File: config.mk
export PLATFORM = sky130hd
export DESIGN_NAME = pkns_ctrl
export DESIGN_NICKNAME = d
export VERILOG_FILES = /design/src/sv/periodic_k_nearest_select_macros.svh /design/src/sv/pkns_pkg.sv /design/src/sv/pkns_ctrl.sv
export SDC_FILE = /design/constraint.sdc
export NUM_CORES = 1
export LEC_CHECK = 0
export ABC_AREA = 1
export BUFFER_PORTS_ARGS = -buffer_cell sky130_fd_sc_hd__buf_4
export CAP_MARGIN = 30
export CELL_PAD_IN_SITES_DETAIL_PLACEMENT = 1
export CELL_PAD_IN_SITES_GLOBAL_PLACEMENT = 2
export CORE_UTILIZATION = 31
export CTS_CLUSTER_SIZE = 28
export DETAILED_ROUTE_END_ITERATION = 7
export GPL_ROUTABILITY_DRIVEN = 0
export PLACE_DENSITY_LB_ADDON = 0.12
export SLEW_MARGIN = 30
export SYNTH_ARGS = -nofsm -noshare
export SYNTH_HDL_FRONTEND = slang
export SYNTH_SLANG_ARGS = --single-unit
File: constraint.sdc
create_clock -name clk -period 2.5 [get_ports clk]
set_input_delay 0.25 -clock clk [delete_from_list [all_inputs] [get_ports clk]]
set_output_delay 0.25 -clock clk [all_outputs]
set_load 0.02 [all_outputs]
File: src/sv/periodic_k_nearest_select_macros.svh
// ----------------------------------------------------------------------------
// periodic_k_nearest_select_macros.svh
// Assertion macros shared by the block; empty under synthesis.
// ----------------------------------------------------------------------------
`ifndef PERIODIC_K_NEAREST_SELECT_MACROS_SVH
`define PERIODIC_K_NEAREST_SELECT_MACROS_SVH

`ifndef SYNTHESIS

// Same-cycle implication, sampled on clk, idle during reset.
`define PKNS_ASSERT_IMP(lbl, ante, cons) \
    lbl: assert property (@(posedge clk) disable iff (!rst_n) (ante) |-> (cons)) \
        else $error("pkns assertion failed");

// Next-cycle implication, sampled on clk, idle during reset.
`define PKNS_ASSERT_NXT(lbl, ante, cons) \
    lbl: assert property (@(posedge clk) disable iff (!rst_n) (ante) |=> (cons)) \
        else $error("pkns assertion failed");

`else

`define PKNS_ASSERT_IMP(lbl, ante, cons)
`define PKNS_ASSERT_NXT(lbl, ante, cons)

`endif

`endif

File: src/sv/pkns_pkg.sv
// ----------------------------------------------------------------------------
// pkns_pkg
// Field widths, register indexes, request codes and control structs.
// ----------------------------------------------------------------------------
package pkns_pkg;

    localparam int COORD_W    = 16;
    localparam int AGENT_W    = 10;
    localparam int BOX_W      = 16;
    localparam int NUM_W      = 11;
    localparam int NCNT_W     = 7;
    localparam int SQ_W       = 2 * COORD_W;
    localparam int DIST_W     = 34;
    localparam int CFG_IDX_W  = 2;
    localparam int CFG_DATA_W = 16;

    localparam logic [CFG_IDX_W-1:0] REG_BOX_LENGTH     = 2'd0;
    localparam logic [CFG_IDX_W-1:0] REG_NUM_AGENTS     = 2'd1;
    localparam logic [CFG_IDX_W-1:0] REG_NEIGHBOR_COUNT = 2'd2;

    localparam logic [BOX_W-1:0]  BOX_LENGTH_RST     = 16'hFFFF;
    localparam logic [NUM_W-1:0]  NUM_AGENTS_RST     = 11'd1024;
    localparam logic [NCNT_W-1:0] NEIGHBOR_COUNT_RST = 7'd4;

    localparam logic REQ_LOAD  = 1'b0;
    localparam logic REQ_QUERY = 1'b1;

    // Commands from the controller to the datapath
    typedef struct packed {
        logic load;     // write the position of the request
        logic query;    // latch the query agent, read its position, clear list
        logic capture;  // capture the query position from the store
        logic issue;    // read the sweep address into the distance pipeline
        logic shift;    // drop the head of the sorted list
    } pkns_cmd_t;

    // Status from the datapath to the controller
    typedef struct packed {
        logic pipe_busy;
        logic head_valid;
    } pkns_stat_t;

endpackage

File: src/sv/pkns_ctrl.sv
// ----------------------------------------------------------------------------
// pkns_ctrl
// Request sequencer: load, query capture, sweep, drain and result emit.
// ----------------------------------------------------------------------------
module pkns_ctrl #(
    parameter int MAX_AGENTS    = 1024,
    parameter int MAX_NEIGHBORS = 64
) (
    input  logic                              clk,
    input  logic                              rst_n,
    input  logic                              req_valid,
    output logic                              req_ready,
    input  logic                              req_type,
    input  logic [pkns_pkg::AGENT_W-1:0]      agent,
    output logic                              rsp_valid,
    input  logic                              rsp_ready,
    output logic                              rsp_last,
    input  logic [pkns_pkg::NUM_W-1:0]        num_agents,
    input  logic [pkns_pkg::NCNT_W-1:0]       neighbor_count,
    output pkns_pkg::pkns_cmd_t               cmd,
    input  pkns_pkg::pkns_stat_t              stat,
    output logic [$clog2(MAX_AGENTS)-1:0]     sweep_idx
);
    import pkns_pkg::*;

    localparam int AW = $clog2(MAX_AGENTS);
    localparam int CW = $clog2(MAX_AGENTS + 1);
    localparam int KW = $clog2(MAX_NEIGHBORS + 1);

    localparam logic [2:0] S_IDLE  = 3'd0;
    localparam logic [2:0] S_CAPT  = 3'd1;
    localparam logic [2:0] S_SWEEP = 3'd2;
    localparam logic [2:0] S_DRAIN = 3'd3;
    localparam logic [2:0] S_EMIT  = 3'd4;

    logic [2:0]    state_reg, state_next;
    logic [CW-1:0] cnt_reg, cnt_next;
    logic [KW-1:0] left_reg, left_next;
    logic [CW-1:0] n_eff;
    logic [KW-1:0] k_eff;
    logic          accept;
    logic          q_ok;

    assign n_eff = (32'(num_agents) < MAX_AGENTS) ? CW'(num_agents) : CW'(MAX_AGENTS);

    // Clamp to the agents other than the query, and to the list depth
    always_comb
    begin
        int kn;
        kn = int'(neighbor_count);
        if (kn > int'(n_eff) - 1)
        begin
            kn = int'(n_eff) - 1;
        end
        if (kn > MAX_NEIGHBORS)
        begin
            kn = MAX_NEIGHBORS;
        end
        if (kn < 0)
        begin
            kn = 0;
        end
        k_eff = KW'(kn);
    end

    assign req_ready = (state_reg == S_IDLE);
    assign accept    = req_valid & req_ready;
    assign q_ok      = (32'(agent) < 32'(n_eff)) && (k_eff != '0);

    assign rsp_valid = (state_reg == S_EMIT);
    assign rsp_last  = (left_reg == KW'(1));
    assign sweep_idx = cnt_reg[AW-1:0];

    assign cmd.load    = accept && (req_type == REQ_LOAD) && (32'(agent) < MAX_AGENTS);
    assign cmd.query   = accept && (req_type == REQ_QUERY);
    assign cmd.capture = (state_reg == S_CAPT);
    assign cmd.issue   = (state_reg == S_SWEEP);
    assign cmd.shift   = rsp_valid && rsp_ready;

    always_comb
    begin
        state_next = state_reg;
        cnt_next   = cnt_reg;
        left_next  = left_reg;
        case (state_reg)
            S_IDLE:
            begin
                if (cmd.query && q_ok)
                begin
                    left_next  = k_eff;
                    state_next = S_CAPT;
                end
            end
            S_CAPT:
            begin
                cnt_next   = '0;
                state_next = S_SWEEP;
            end
            S_SWEEP:
            begin
                if (cnt_reg == n_eff - CW'(1))
                begin
                    state_next = S_DRAIN;
                end
                else
                begin
                    cnt_next = cnt_reg + CW'(1);
                end
            end
            S_DRAIN:
            begin
                if (!stat.pipe_busy)
                begin
                    state_next = S_EMIT;
                end
            end
            S_EMIT:
            begin
                if (rsp_ready)
                begin
                    left_next = left_reg - KW'(1);
                    if (rsp_last)
                    begin
                        state_next = S_IDLE;
                    end
                end
            end
            default:
            begin
                state_next = S_IDLE;
            end
        endcase
    end

    always_ff @(posedge clk or negedge rst_n)
    begin
        if (!rst_n)
        begin
            state_reg <= S_IDLE;
            cnt_reg   <= '0;
            left_reg  <= '0;
        end
        else
        begin
            state_reg <= state_next;
            cnt_reg   <= cnt_next;
            left_reg  <= left_next;
        end
    end

endmodule

==> metrics <==
status complete, but fails checks; failing checks setup timing; final clock skew a little over 6 ps; CP Launch Point num_agents[10]; Die X 92.9 um; crit end category flip-flop; total negative slack -2000 ps; layout cells sized above 1 0.446; Final setup viols 10; # nets final about 520; fin crit share 1.09; Root Driver clkbuf_8; initial core utilization 0.326; TritonCTS Buffers 3; R2R Path Start cnt_reg[1]; post-synthesis register bit count 21; GRT Total Usage 0.203; Power, Total about 0.0024 W; Die Span Y 92.9 um; cell accounting for the most synthesized area dfrtp_1; CP Data Required Time roughly 2700 ps; most frequent CP cell nand2_2; Mapped Nets 414; flop-to-flop setup slack 400 ps; # diodes 0; CP max stage cell ha_4; RSZ-0062 raised after global routing true; DRT Pass-1 Iters 4; min Tclk post-route about 2700 ps; routed vias/inst 4.86; IO Pins 53; Rows 32; final-layout fill cell count 1,036; Mapped Area 0.00256 mm^2; final setup margin -221 ps; final hold violations 0; Max VDD drop 0.000294 V; Slew Viols, Final 0; max incr delay on CP 260 ps; hpwl dp 6560 um; Worst-Margin Slew 555 ps; register area share after synthesis 0.205; top post-synthesis cells by area dfrtp_1 (21%), nand2_1 (9.4%), ha_1 (7.8%), nand3_1 (7.8%), inv_1 (6.4%); initial DRC count 58; Yosys cell types 39; Yosys warnings 0; Core Util, Final 0.474; final WL 8320 um; Placement Cell Area 0.00341 mm^2; first-pass GRT wire length 14,100 um; worst path arrival time 2880 ps; Yosys top cell area share 0.205; via total after detailed routing 2,751; reg2reg path depth 10; Synth Area per Inst about 7.1 um^2; Hold/Removal Path Class in2reg; Routed Antenna Nets 0; Leakage Power 1.90 nW; WL/cell 14.7 um; Design Area, Final 0.00372 mm^2; Startpoint Class input port; antenna violations before repair 0; Worst-Skew Late Latency approximately 270 ps; PD cells 640 mW/mm^2; clock sink count 21; # H-tree levels 1; CTS clock-pin slew for the worst setup and hold paths 90 ps; f_max 367 MHz; CORE AREA 0.00785 mm^2; DRC Markers 0; Area Growth Syn to Fin 45.1%; relative slew slack 0.629; full die area 0.00863 mm^2; max reg flops 11; CTS Buffer Depth 2; Post-Syn Instances 363; reg2reg end state_reg[2]; grt ovf 0; CP endpoint left_reg[6]; max cap viols 0; largest net degree at the start of global routing 22; Crit Path Category in2reg; CTS tree built; vias in the first global route 2,830; IO buf count between 50 and 60; Worst Path Max Fanout 8
## placed cells by master, fill, tap and decap left out, types with 2 or more instances in the layout
master and n:
nor2_1 25, nand3b_1 4, nor4_1 4, nand3_2 8, nor3_1 9, buf_4 109, clkinv_2 2, nand2_1 46
a21oi_2 2, dfrtp_1 21, o21ai_1 12, o21ai_0 7, ha_1 15, inv_1 42, xor2_1 14, nand2_4 12
inv_2 5, nand2_2 31, nand2_8 6, nand3_1 36, nand4_1 6, clkbuf_8 3, a21oi_1 9, nor2_2 4
o21ai_2 9, nor2_8 2, o21bai_1 2, buf_12 3
## per-layer routing
metal | part of all wire | track usage
met5 | 0 | 0
met4 | 0.0052 | 0.0244
met3 | 0.020 | 0.0246
met1 | 0.48 | 0.277
met2 | 0.49 | 0.350
## critical path, delay by kind of cell
family | cells | cell delay (ps)
buf+inv | 4 | 310
compound gates | 1 | 50
fa+ha+maj | 1 | 260
simple gates | 21 | 2000
## final cells by class
cell class | count | area, um^2 | area share
Timing Repair Buffer | 113 | 888 | 0.239
Sequential cell | 21 | 526 | 0.141
Inverter | 50 | 210 | 0.0566
Clock inverter | 1 | 5.00 | 0.00135
Tap cell | 102 | 128 | 0.0343
Multi-Input combinational cell | 276 | 1920 | 0.516
Clock buffer | 3 | 41.3 | 0.0111
## power breakdown
group / switching, W / total, W / leakage [nW] / internal (W)
Sequential: 0.0000915 / 0.000520 / 0.282 / 0.000428
Combinational: 0.000937 / 0.00162 / 1.59 / 0.000686
Clock: 0.000122 / 0.000234 / 0.0255 / 0.000111
Total: 0.00115 / 0.00238 / 1.90 / 0.00123
## synth_stat cells
cell,n
o31ai_4,1
buf_12,1
o211ai_1,1
dfrtp_1,21
nand4_1,6
o21ai_0,10
o21ai_1,12
nor3_2,1
o21bai_1,2
o311ai_0,1
xnor2_1,1
nand4_4,1
a21o_1,1
buf_4,10
nand3_1,40
nand2_4,7
nand2_8,1
nor2_1,25
nor3_1,9
inv_4,1
inv_2,4
buf_6,3
a22oi_2,1
inv_1,44
nor4_1,5
nand2_2,22
nand3b_1,4
ha_1,16
nand2_1,64
a21oi_1,11
o2111ai_2,1
clkbuf_1,2
nor2_2,5
clkinv_2,1
nor2_8,2
nand3_2,4
buf_2,1
xor2_1,14
o21ai_2,7
## how the worst min path moves through the flow
stage | end | slack, ps | cells past startpoint | start
global placement | left_reg[3] | 160 | 1 | rst_n
floorplan | cnt_reg[0] | -50 | 0 | rst_n
detailed placement | left_reg[3] | 170 | 1 | rst_n
finish | state_reg[0] | 210 | 3 | stat[1]
global route | state_reg[0] | 220 | 3 | stat[1]
CTS | state_reg[0] | 210 | 3 | stat[1]
## metrics by stage
| step | setup slack (ps) | cells | hold slack, ps |
|---|---|---|---|
| after floorplan | -222 | 363 | -45.6 |
| after detailed placement | -684 | 553 | 165 |
| final | -221 | 566 | 215 |
| after global routing | -407 | 566 | 222 |
| after global placement | -594 | 553 | 164 |
| after CTS | -195 | 561 | 210 |
## logic make-up (layout without fill, tap and decap cells)
family | Yosys count | in the layout | synth area share
AO/OA/AOI/OAI | 48 | 48 | 0.123
flip-flops | 21 | 21 | 0.205
AND/OR/NAND/NOR | 196 | 197 | 0.413
buffers and inverters | 67 | 167 | 0.130
XOR/XNOR | 15 | 15 | 0.0513
adder cells (fa/ha/maj) | 16 | 16 | 0.0782
## repair_timing
item | in CTS | in global routing
hold buffers | 1 | 0
cloned | 1 | 0
hold endpoints to repair | 21 | 0
gates resized for setup | 30 | 14
pin swaps | 18 | 14
buffers inserted | 2 | 5
endpoints found under the setup margin | 10 | 12
Power figures use the tool's default switching activity.
